<file path="src/rtl/tcpd_pkg.sv">
`default_nettype none
package tcpd_pkg;

  localparam int URGENT_DEPTH_DEF = 16;
  localparam int NORMAL_DEPTH_DEF = 16;

  localparam int PRIO_W   = 4;
  localparam int ID_W     = 16;
  localparam int STATUS_W = 2;

  localparam logic [PRIO_W-1:0] THRESH_RST = 4'd3;

  localparam logic [STATUS_W-1:0] ST_ENQUEUED = 2'd0;
  localparam logic [STATUS_W-1:0] ST_SERVED   = 2'd1;
  localparam logic [STATUS_W-1:0] ST_EMPTY    = 2'd2;
  localparam logic [STATUS_W-1:0] ST_FULL     = 2'd3;

  localparam logic OP_ENQ   = 1'b0;
  localparam logic OP_SERVE = 1'b1;

  typedef struct packed {
    logic                urg_ins;
    logic                urg_pop;
    logic                fifo_push;
    logic                fifo_pop;
    logic                load_out;
    logic                load_fifo;
    logic                sel_head;
    logic [STATUS_W-1:0] status;
  } cmd_t;

  typedef struct packed {
    logic is_urgent;
    logic urg_full;
    logic urg_empty;
    logic fifo_full;
    logic fifo_empty;
  } stat_t;

endpackage
`default_nettype wire

</file>
<file path="src/rtl/tcpd_if.sv">
`default_nettype none
interface tcpd_in_if;
  logic                        valid;
  logic                        ready;
  logic                        operation;
  logic [tcpd_pkg::ID_W-1:0]   item_id;
  logic [tcpd_pkg::PRIO_W-1:0] priority_req;

  modport source (output valid, output operation, output item_id, output priority_req,
                  input ready);
  modport sink (input valid, input operation, input item_id, input priority_req,
                output ready);
endinterface

interface tcpd_out_if;
  logic                          valid;
  logic                          ready;
  logic [tcpd_pkg::STATUS_W-1:0] status;
  logic [tcpd_pkg::ID_W-1:0]     served_id;
  logic                          served_urgent;

  modport source (output valid, output status, output served_id, output served_urgent,
                  input ready);
  modport sink (input valid, input status, input served_id, input served_urgent,
                output ready);
endinterface

interface tcpd_cfg_if;
  logic                        valid;
  logic                        ready;
  logic [tcpd_pkg::PRIO_W-1:0] data;

  modport source (output valid, output data, input ready);
  modport sink (input valid, input data, output ready);
endinterface
`default_nettype wire

</file>
<file path="src/rtl/two_class_priority_dispatcher_top.sv">
// Two-class priority dispatcher.
// in_if carries one beat per request: operation 0 enqueues item_id with
// priority_req, operation 1 serves the next item. out_if returns one beat per
// request with status, served_id and served_urgent. cfg_if writes the urgent
// threshold; it is always ready. The user must write it only while the
// block is idle; the block itself does not enforce this. Enqueues at or above
// the threshold go to a sorted shift-register store, highest priority first,
// ties in arrival order; the rest go to a RAM FIFO. An enqueue, an urgent
// serve or an empty serve loads the output register directly; a serve taken
// from the FIFO passes the registered read of the FIFO RAM and the S_RD state
// before it loads the output register. Throughput: one request per cycle
// while the output drains; a FIFO serve holds in_if.ready low while in S_RD.
// The result sits in an output register; a new request is taken in the cycle
// that register is drained. While the receiver stalls, the result holds and
// in_if.ready stays low. Reset clears both stores to empty, sets the
// threshold to 3 and drops any pending result.
`default_nettype none
module two_class_priority_dispatcher_top #(
  parameter int URGENT_DEPTH = tcpd_pkg::URGENT_DEPTH_DEF,
  parameter int NORMAL_DEPTH = tcpd_pkg::NORMAL_DEPTH_DEF
) (
  input  wire logic   clk,
  input  wire logic   rst_n,
  tcpd_in_if.sink     in_if,
  tcpd_out_if.source  out_if,
  tcpd_cfg_if.sink    cfg_if
);

  tcpd_pkg::cmd_t  cmd;
  tcpd_pkg::stat_t stat;

  assign cfg_if.ready = 1'b1;

  tcpd_ctrl u_ctrl (
    .clk          (clk),
    .rst_n        (rst_n),
    .in_valid     (in_if.valid),
    .in_operation (in_if.operation),
    .in_ready     (in_if.ready),
    .out_valid    (out_if.valid),
    .out_ready    (out_if.ready),
    .stat         (stat),
    .cmd          (cmd)
  );

  tcpd_dpath #(
    .URGENT_DEPTH (URGENT_DEPTH),
    .NORMAL_DEPTH (NORMAL_DEPTH)
  ) u_dpath (
    .clk               (clk),
    .rst_n             (rst_n),
    .cfg_we            (cfg_if.valid && cfg_if.ready),
    .cfg_data          (cfg_if.data),
    .in_item_id        (in_if.item_id),
    .in_priority_req   (in_if.priority_req),
    .cmd               (cmd),
    .stat              (stat),
    .out_status        (out_if.status),
    .out_served_id     (out_if.served_id),
    .out_served_urgent (out_if.served_urgent)
  );

endmodule
`default_nettype wire

</file>
<file path="src/rtl/tcpd_ram.sv">
`default_nettype none
module tcpd_ram #(
  parameter int WIDTH = tcpd_pkg::ID_W,
  parameter int DEPTH = tcpd_pkg::NORMAL_DEPTH_DEF
) (
  input  wire logic                     clk,
  input  wire logic                     we,
  input  wire logic [$clog2(DEPTH)-1:0] waddr,
  input  wire logic [WIDTH-1:0]         wdata,
  input  wire logic                     re,
  input  wire logic [$clog2(DEPTH)-1:0] raddr,
  output logic      [WIDTH-1:0]         rdata
);

  logic [WIDTH-1:0] mem [DEPTH];
  logic [WIDTH-1:0] rdata_r;

  always_ff @(posedge clk) begin
    if (we) begin
      mem[waddr] <= wdata;
    end
    if (re) begin
      rdata_r <= mem[raddr];
    end
  end

  assign rdata = rdata_r;

endmodule
`default_nettype wire

</file>
<file path="src/rtl/tcpd_dpath.sv">
`default_nettype none
module tcpd_dpath #(
  parameter int URGENT_DEPTH = tcpd_pkg::URGENT_DEPTH_DEF,
  parameter int NORMAL_DEPTH = tcpd_pkg::NORMAL_DEPTH_DEF
) (
  input  wire logic                          clk,
  input  wire logic                          rst_n,
  input  wire logic                          cfg_we,
  input  wire logic [tcpd_pkg::PRIO_W-1:0]   cfg_data,
  input  wire logic [tcpd_pkg::ID_W-1:0]     in_item_id,
  input  wire logic [tcpd_pkg::PRIO_W-1:0]   in_priority_req,
  input  wire tcpd_pkg::cmd_t                cmd,
  output tcpd_pkg::stat_t                    stat,
  output logic      [tcpd_pkg::STATUS_W-1:0] out_status,
  output logic      [tcpd_pkg::ID_W-1:0]     out_served_id,
  output logic                               out_served_urgent
);

  localparam int UCW = $clog2(URGENT_DEPTH + 1);
  localparam int AW  = $clog2(NORMAL_DEPTH);
  localparam int NCW = $clog2(NORMAL_DEPTH + 1);

  localparam int PW = tcpd_pkg::PRIO_W;
  localparam int IW = tcpd_pkg::ID_W;

  logic [PW-1:0] thresh_r;

  logic [PW-1:0]  prio_r   [URGENT_DEPTH];
  logic [IW-1:0]  id_r     [URGENT_DEPTH];
  logic [PW-1:0]  prio_nxt [URGENT_DEPTH];
  logic [IW-1:0]  id_nxt   [URGENT_DEPTH];
  logic [PW-1:0]  prio_dn  [URGENT_DEPTH];
  logic [IW-1:0]  id_dn    [URGENT_DEPTH];
  logic [PW-1:0]  prio_up  [URGENT_DEPTH];
  logic [IW-1:0]  id_up    [URGENT_DEPTH];
  logic [URGENT_DEPTH-1:0] ge;
  logic [URGENT_DEPTH-1:0] ins_here;
  logic [UCW-1:0] ucnt_r;

  logic [AW-1:0]  head_r;
  logic [AW-1:0]  tail_r;
  logic [NCW-1:0] ncnt_r;
  logic [IW-1:0]  ram_rdata;

  logic [tcpd_pkg::STATUS_W-1:0] status_r;
  logic [IW-1:0]                 sid_r;
  logic                          surg_r;

  function automatic logic [AW-1:0] wrap_inc(input logic [AW-1:0] p);
    return (p == AW'(NORMAL_DEPTH - 1)) ? '0 : p + AW'(1);
  endfunction

  always_ff @(posedge clk) begin
    if (!rst_n) begin
      thresh_r <= tcpd_pkg::THRESH_RST;
    end else if (cfg_we) begin
      thresh_r <= cfg_data;
    end
  end

  // sorted store cells, highest priority in cell 0
  for (genvar i = 0; i < URGENT_DEPTH; i++) begin : g_cell
    assign ge[i] = (UCW'(i) < ucnt_r) && (prio_r[i] >= in_priority_req);
    if (i == 0) begin : g_first
      assign ins_here[i] = !ge[i];
      assign prio_dn[i]  = prio_r[i];
      assign id_dn[i]    = id_r[i];
    end else begin : g_rest
      assign ins_here[i] = !ge[i] && ge[i-1];
      assign prio_dn[i]  = prio_r[i-1];
      assign id_dn[i]    = id_r[i-1];
    end
    if (i == URGENT_DEPTH - 1) begin : g_last
      assign prio_up[i] = prio_r[i];
      assign id_up[i]   = id_r[i];
    end else begin : g_inner
      assign prio_up[i] = prio_r[i+1];
      assign id_up[i]   = id_r[i+1];
    end

    always_comb begin
      prio_nxt[i] = prio_r[i];
      id_nxt[i]   = id_r[i];
      if (cmd.urg_ins && !ge[i]) begin
        if (ins_here[i]) begin
          prio_nxt[i] = in_priority_req;
          id_nxt[i]   = in_item_id;
        end else begin
          prio_nxt[i] = prio_dn[i];
          id_nxt[i]   = id_dn[i];
        end
      end else if (cmd.urg_pop) begin
        prio_nxt[i] = prio_up[i];
        id_nxt[i]   = id_up[i];
      end
    end

    always_ff @(posedge clk) begin
      prio_r[i] <= prio_nxt[i];
      id_r[i]   <= id_nxt[i];
    end
  end

  always_ff @(posedge clk) begin
    if (!rst_n) begin
      ucnt_r <= '0;
    end else if (cmd.urg_ins) begin
      ucnt_r <= ucnt_r + UCW'(1);
    end else if (cmd.urg_pop) begin
      ucnt_r <= ucnt_r - UCW'(1);
    end
  end

  always_ff @(posedge clk) begin
    if (!rst_n) begin
      head_r <= '0;
      tail_r <= '0;
      ncnt_r <= '0;
    end else begin
      if (cmd.fifo_push) begin
        tail_r <= wrap_inc(tail_r);
      end
      if (cmd.fifo_pop) begin
        head_r <= wrap_inc(head_r);
      end
      if (cmd.fifo_push && !cmd.fifo_pop) begin
        ncnt_r <= ncnt_r + NCW'(1);
      end else if (cmd.fifo_pop && !cmd.fifo_push) begin
        ncnt_r <= ncnt_r - NCW'(1);
      end
    end
  end

  tcpd_ram #(
    .WIDTH (IW),
    .DEPTH (NORMAL_DEPTH)
  ) u_fifo_ram (
    .clk   (clk),
    .we    (cmd.fifo_push),
    .waddr (tail_r),
    .wdata (in_item_id),
    .re    (cmd.fifo_pop),
    .raddr (head_r),
    .rdata (ram_rdata)
  );

  always_ff @(posedge clk) begin
    if (cmd.load_out) begin
      status_r <= cmd.status;
      sid_r    <= cmd.sel_head ? id_r[0] : '0;
      surg_r   <= cmd.sel_head;
    end else if (cmd.load_fifo) begin
      status_r <= tcpd_pkg::ST_SERVED;
      sid_r    <= ram_rdata;
      surg_r   <= 1'b0;
    end
  end

  assign stat.is_urgent  = in_priority_req >= thresh_r;
  assign stat.urg_full   = ucnt_r == UCW'(URGENT_DEPTH);
  assign stat.urg_empty  = ucnt_r == '0;
  assign stat.fifo_full  = ncnt_r == NCW'(NORMAL_DEPTH);
  assign stat.fifo_empty = ncnt_r == '0;

  assign out_status        = status_r;
  assign out_served_id     = sid_r;
  assign out_served_urgent = surg_r;

endmodule
`default_nettype wire

</file>
<file path="src/rtl/tcpd_ctrl.sv">
`default_nettype none
module tcpd_ctrl (
  input  wire logic            clk,
  input  wire logic            rst_n,
  input  wire logic            in_valid,
  input  wire logic            in_operation,
  output logic                 in_ready,
  output logic                 out_valid,
  input  wire logic            out_ready,
  input  wire tcpd_pkg::stat_t stat,
  output tcpd_pkg::cmd_t       cmd
);

  localparam logic S_IDLE = 1'b0;
  localparam logic S_RD   = 1'b1;

  logic state_r;
  logic state_nxt;
  logic out_valid_r;
  logic out_valid_nxt;
  logic acc;

  assign in_ready = (state_r == S_IDLE) && (!out_valid_r || out_ready);
  assign acc      = in_valid && in_ready;

  always_comb begin
    cmd       = '0;
    state_nxt = state_r;
    case (state_r)
      S_IDLE: begin
        if (acc) begin
          case (in_operation)
            tcpd_pkg::OP_ENQ: begin
              cmd.load_out = 1'b1;
              if (stat.is_urgent) begin
                if (stat.urg_full) begin
                  cmd.status = tcpd_pkg::ST_FULL;
                end else begin
                  cmd.urg_ins = 1'b1;
                  cmd.status  = tcpd_pkg::ST_ENQUEUED;
                end
              end else begin
                if (stat.fifo_full) begin
                  cmd.status = tcpd_pkg::ST_FULL;
                end else begin
                  cmd.fifo_push = 1'b1;
                  cmd.status    = tcpd_pkg::ST_ENQUEUED;
                end
              end
            end
            tcpd_pkg::OP_SERVE: begin
              if (!stat.urg_empty) begin
                cmd.urg_pop  = 1'b1;
                cmd.load_out = 1'b1;
                cmd.sel_head = 1'b1;
                cmd.status   = tcpd_pkg::ST_SERVED;
              end else if (!stat.fifo_empty) begin
                cmd.fifo_pop = 1'b1;
                state_nxt    = S_RD;
              end else begin
                cmd.load_out = 1'b1;
                cmd.status   = tcpd_pkg::ST_EMPTY;
              end
            end
            default: begin
              cmd = '0;
            end
          endcase
        end
      end
      S_RD: begin
        cmd.load_fifo = 1'b1;
        state_nxt     = S_IDLE;
      end
      default: begin
        state_nxt = S_IDLE;
      end
    endcase
  end

  always_comb begin
    out_valid_nxt = out_valid_r;
    if (cmd.load_out || cmd.load_fifo) begin
      out_valid_nxt = 1'b1;
    end else if (out_ready) begin
      out_valid_nxt = 1'b0;
    end
  end

  always_ff @(posedge clk) begin
    if (!rst_n) begin
      state_r     <= S_IDLE;
      out_valid_r <= 1'b0;
    end else begin
      state_r     <= state_nxt;
      out_valid_r <= out_valid_nxt;
    end
  end

  assign out_valid = out_valid_r;

endmodule
`default_nettype wire

</file>
<file path="src/flat_wrapper.sv">
// flat-port wrapper written by rule: the top's interface ports become plain ports
module two_class_priority_dispatcher_top_flat 
#(
  parameter int URGENT_DEPTH = tcpd_pkg::URGENT_DEPTH_DEF,
  parameter int NORMAL_DEPTH = tcpd_pkg::NORMAL_DEPTH_DEF
)
  (clk, rst_n, in_if_valid, in_if_operation, in_if_item_id, in_if_priority_req, in_if_ready, out_if_valid, out_if_status, out_if_served_id, out_if_served_urgent, out_if_ready, cfg_if_valid, cfg_if_data, cfg_if_ready);
  tcpd_in_if in_if_i ();
  tcpd_out_if out_if_i ();
  tcpd_cfg_if cfg_if_i ();
  input  wire logic clk;
  input  wire logic rst_n;
  input wire logic [$bits(in_if_i.valid)-1:0] in_if_valid;
  input wire logic [$bits(in_if_i.operation)-1:0] in_if_operation;
  input wire logic [$bits(in_if_i.item_id)-1:0] in_if_item_id;
  input wire logic [$bits(in_if_i.priority_req)-1:0] in_if_priority_req;
  output wire logic [$bits(in_if_i.ready)-1:0] in_if_ready;
  output wire logic [$bits(out_if_i.valid)-1:0] out_if_valid;
  output wire logic [$bits(out_if_i.status)-1:0] out_if_status;
  output wire logic [$bits(out_if_i.served_id)-1:0] out_if_served_id;
  output wire logic [$bits(out_if_i.served_urgent)-1:0] out_if_served_urgent;
  input wire logic [$bits(out_if_i.ready)-1:0] out_if_ready;
  input wire logic [$bits(cfg_if_i.valid)-1:0] cfg_if_valid;
  input wire logic [$bits(cfg_if_i.data)-1:0] cfg_if_data;
  output wire logic [$bits(cfg_if_i.ready)-1:0] cfg_if_ready;
  assign in_if_i.valid = in_if_valid;
  assign in_if_i.operation = in_if_operation;
  assign in_if_i.item_id = in_if_item_id;
  assign in_if_i.priority_req = in_if_priority_req;
  assign in_if_ready = in_if_i.ready;
  assign out_if_valid = out_if_i.valid;
  assign out_if_status = out_if_i.status;
  assign out_if_served_id = out_if_i.served_id;
  assign out_if_served_urgent = out_if_i.served_urgent;
  assign out_if_i.ready = out_if_ready;
  assign cfg_if_i.valid = cfg_if_valid;
  assign cfg_if_i.data = cfg_if_data;
  assign cfg_if_ready = cfg_if_i.ready;
  two_class_priority_dispatcher_top #(.URGENT_DEPTH(URGENT_DEPTH), .NORMAL_DEPTH(NORMAL_DEPTH)) u_core (.clk(clk), .rst_n(rst_n), .in_if(in_if_i), .out_if(out_if_i), .cfg_if(cfg_if_i));
endmodule
</file>
<file path="config.mk">
export PLATFORM = sky130hd
export DESIGN_NAME = two_class_priority_dispatcher_top_flat
export DESIGN_NICKNAME = d
export VERILOG_FILES = /design/src/rtl/tcpd_pkg.sv /design/src/rtl/tcpd_if.sv /design/src/rtl/two_class_priority_dispatcher_top.sv /design/src/rtl/tcpd_ram.sv /design/src/rtl/tcpd_dpath.sv /design/src/rtl/tcpd_ctrl.sv /design/src/flat_wrapper.sv
export SDC_FILE = /design/constraint.sdc
export NUM_CORES = 1
export LEC_CHECK = 0
export BUFFER_PORTS_ARGS = -buffer_cell sky130_fd_sc_hd__buf_2
export CAP_MARGIN = 20
export CORE_AREA = 5 5 240 242
export CTS_CLUSTER_SIZE = 40
export DETAILED_ROUTE_END_ITERATION = 10
export DIE_AREA = 0 0 245 247
export MAX_ROUTING_LAYER = met4
export PLACE_DENSITY_LB_ADDON = 0.3
export SLEW_MARGIN = 20
export SYNTH_ARGS = -nofsm -noshare
export SYNTH_HDL_FRONTEND = slang
export SYNTH_HIERARCHICAL = 1
export SYNTH_SLANG_ARGS = --single-unit
</file>
<file path="constraint.sdc">
create_clock -name clk -period 4.7 [get_ports clk]
set_input_delay 0.235 -clock clk [delete_from_list [all_inputs] [get_ports clk]]
set_output_delay 0.235 -clock clk [all_outputs]
set_load 0.05 [all_outputs]
</file>
==> metrics.md <==
| Metric | Value |
|---|---|
| Post-synthesis average cell area | 11.78 sq um |
| Routed WL | 87.99 mm |
| Min-delay src | rst_n |
| Syn. warnings | 6 |
| Tmin final | 3.494 ns |
| Clk buf depth | 3 |
| Crit path DAT | between 4 and 5 ns |
| CTS tree | done |
| Startpoint Class | flip-flop |
| Starting Density | 0.5873 |
| Layout cells sized above 1 | 0.1389 |
| Sw Share | 0.3275 |
| Post-synth EDFFs | 611 |
| Via count | about 24k |
| Core area | around 55,000 sq um |
| Worst-Skew Late Latency | ~0.6 ns |
| Synth-to-Final Area Change | 9.826% |
| Clock network fraction of design power | 0.298 |
| Hold path depth | 2 |
| Critical Path Fanout Max | 10 |
| Final ANT Viol Nets | 0 |
| DRT iter0 DRCs | ~3.5k |
| Initial antenna violation count | 3 |
| Final Skew | roughly 0.022 ns |
| Max IR drop VDD | 0.0004035 V |
| Final Max Tran Viols | 0 |
| Pwr dens | about 500 nW/um^2 |
| Syn_nets | approximately 2.8k |
| # DRC | 0 |
| Port Buffers | 50 |
| Vias in the first global route | around 23k |
| DIE HEIGHT | ~250 um |
| Placed cells | 3,341 |
| Area after DPL | roughly 33,000 sq um |
| WL/cell | between 20 and 30 um |
| Post-synth top flop | edfxtp_1 |
| Syn Std Cell Area | 32,230 sq um |
| Max-slew headroom | 0.3162 |
| Detailed Place HPWL | roughly 55 mm |
| Hold Fails Final Rpt | 0 |
| CTS H-tree lvls | 3 |
| Period utilization | 0.7435 |
| Post-synth cell types | 76 |
| Top-count cell post-synth | edfxtp_1 |
| Post-CTS setup repair buffer count | 0 |
| Unrepaired setup endpoints after global routing | false |
| Top post-synthesis cells by count | edfxtp_1 (611), nor2_1 (245), nand2_1 (225), a21oi_1 (185), o21ai_0 (173) |
| Largest net degree at the start of global routing | between 40 and 50 |
| Asr flop ratio synth | 0 |
| DP Worst Slack | about 1.0 ns |
| Number of max-cap violations | 0 |
| Worst r2r path cells | 16 |
| Post-CTS sizing | 0 |
| Pleak | approximately 13 nW |
| CTS buffer count | 67 |
| Final instance area | between 30,000 and 40,000 sq um |
| I/O pin count | 52 |
| DR pass1 iterations | 6 |
| Final worst slack | between 1 and 1.5 ns |
| All-layer global routing usage | 0.2949 |
| Cell Int Power | ~12 mW |
| NumNets Final | between 2k and 3k |
| Critical path class | flip-flop to flip-flop |
| DR vias/cell | 6.795 |
| Worst min path class | input port to flip-flop |
| GRT Residual Overflow | 0 |
| Net switching power | about 5.7 mW |
| Synth area leaders | edfxtp_1 (57%), mux2i_1 (4.0%), mux4_2 (3.8%), ha_1 (3.0%), a31oi_1 (3.0%) |
| Pin slew with the least headroom to its limit | ~1 ns |
| Fmax | around 0.29 GHz |
| Clock slew at reported path FFs | approximately 0.060 ns |
| FP Rows | 86 |
| CP endpoint kind | flip-flop |
| Share of Yosys cell area claimed by the top area cell type | 0.5693 |
| First-pass GRT wire length | ~130 mm |
| Hold Slack | roughly 0.054 ns |
| Final setup violation count | 0 |
| Critical R2R Launch | u_core/u_dpath/thresh_r[0] |
| Fillers | a little over 4k |
| Status | completed |
| Layout Cells excl Fill | approximately 3.5k |
| CTS Root Cell | clkbuf_16 |
| Chip Width | around 250 um |
| Sequential power share | 0.450 |
| Register area share after synthesis | 0.5842 |
| WP data required | about 5.2 ns |
| Total Die Area | just over 60,000 sq um |
| Setup TNS | 0 ns |
| Yosys top cell by area | edfxtp_1 |
| Comb power frac | 0.252 |
| CP startpoint | u_core/u_dpath/thresh_r[0] |
| Post-Synthesis Cells | 2,736 |
| #FFs+latches synth | between 600 and 700 |
| TritonCTS Sinks | between 600 and 700 |
| Routability cong. | 0.9252 |
## path summary, 6_finish.rpt
path / end / slack, ns
setup / recovery: u_core/u_dpath/ncnt_r[4] / 1.21
hold / removal: u_core/u_dpath/thresh_r[0] / 0.05
setup reg to reg: u_core/u_dpath/ncnt_r[4] / 1.21
hold reg to reg: u_core/u_dpath/id_r[1][101] / 0.52
## registers in the layout, summed over array words and instances, names as in the netlist
register / cells
u_core/u_dpath/thresh_r: 4
u_core/u_ctrl/out_valid: 1
u_core/u_dpath/u_fifo_ram/rdata: 16
u_core/u_dpath/tail_r: 4
u_core/u_dpath/head_r: 4
u_core/u_dpath/ucnt_r: 5
u_core/u_dpath/prio_r: 64
u_core/u_ctrl/state_r: 1
u_core/u_dpath/out_served_urgent: 1
u_core/u_dpath/ncnt_r: 5
u_core/u_dpath/u_fifo_ram/mem: 256
u_core/u_dpath/out_served_id: 16
u_core/u_dpath/id_r: 256
u_core/u_dpath/out_status: 2
## stage by stage
| stage | total power, mW | util |
|---|---|---|
| 3_3_place_gp | 11.95 | 0.6048 |
| 5_1_grt | 18.05 | 0.6450 |
| 2_1_floorplan | 10.82 | - |
| 4_1_cts | 17.26 | 0.6449 |
| 3_5_place_dp | 12.11 | 0.6048 |
| 6_report | 17.29 | 0.6450 |
## metal layers
| metal | vias to the layer above | track usage | share of wire | wire length (um) |
|---|---|---|---|---|
| met1 | 11520 | 0.3972 | 0.39 | 34520 |
| li1 | 10350 | - | - | - |
| met5 | - | - | 0 | 0 |
| met2 | 1483 | 0.4622 | 0.47 | 41180 |
| met3 | 227 | 0.04540 | 0.10 | 9079 |
| met4 | 0 | 0.1092 | 0.036 | 3208 |
## cell families (layout without fill, tap and decap cells)
kind of cell / after synthesis / in the layout / synth area share
xor gates and xnor gates: 8 / 8 / 0.002174
and+or+nand+nor: 805 / 805 / 0.1162
buffers and inverters: 306 / 334 / 0.04069
DFF: 635 / 635 / 0.5842
adders and majority gates: 79 / 79 / 0.03090
other: 1 / 3 / 0.0001164
muxes: 230 / 230 / 0.09892
AOI/OAI and AO/OA: 672 / 672 / 0.1268
## cell usage in the layout (no fill, tap or decap), types with 24 or more instances in the layout
cell type / count
nor2_1: 243
mux2i_1: 128
a31oi_1: 152
ha_1: 78
mux2_2: 37
nand3_1: 118
a22oi_1: 33
a21oi_1: 185
nand2_1: 225
o21ai_0: 171
nor3_1: 45
buf_4: 97
clkbuf_16: 68
a21o_1: 28
inv_1: 60
mux4_2: 54
buf_2: 50
nor3b_1: 37
edfxtp_1: 611
nor2b_1: 24
## final cells by class
cell class	count	area [sq um]	share of cell area
inverter	60	225.2	0.006363
multi-input combinational	1795	12270	0.3467
timing repair buffer	157	1079	0.03047
clock buffer	84	1762	0.04977
sequential	635	18830	0.5321
clock inverter	33	341.6	0.009650
tap	704	880.8	0.02489
antenna	2	5.005	0.0001414
## worst max-delay path, cell delays in order (launching register included)
cell and delay (ns):
dfxtp_1 0.32, ha_1 0.26, nand2b_1 0.14, a21oi_1 0.14
nor2b_1 0.06, o21ai_0 0.15, nand2b_1 0.15, nor4_2 0.27
buf_4 0.23, ha_1 0.22, inv_1 0.12, fa_1 0.43
a21o_1 0.18, a21oi_1 0.16, xnor2_1 0.09, or3_1 0.31
a21boi_0 0.18
## power by group through the flow
stage	registers, mW	clock network [mW]	logic, mW
CTS	7.77	5.21	4.28
floorplan	7.82	0	3.01
global route	7.84	5.47	4.75
global placement	7.87	0	4.08
finish	7.78	5.15	4.36
detailed placement	7.87	0	4.24
## repair_timing
action | CTS | global route
endpoints found under the setup margin | 0 | 0
hold buffers | 10 | 0
hold endpoints to repair | 5 | 0
Note: power is estimated with default switching activity, not from simulation.
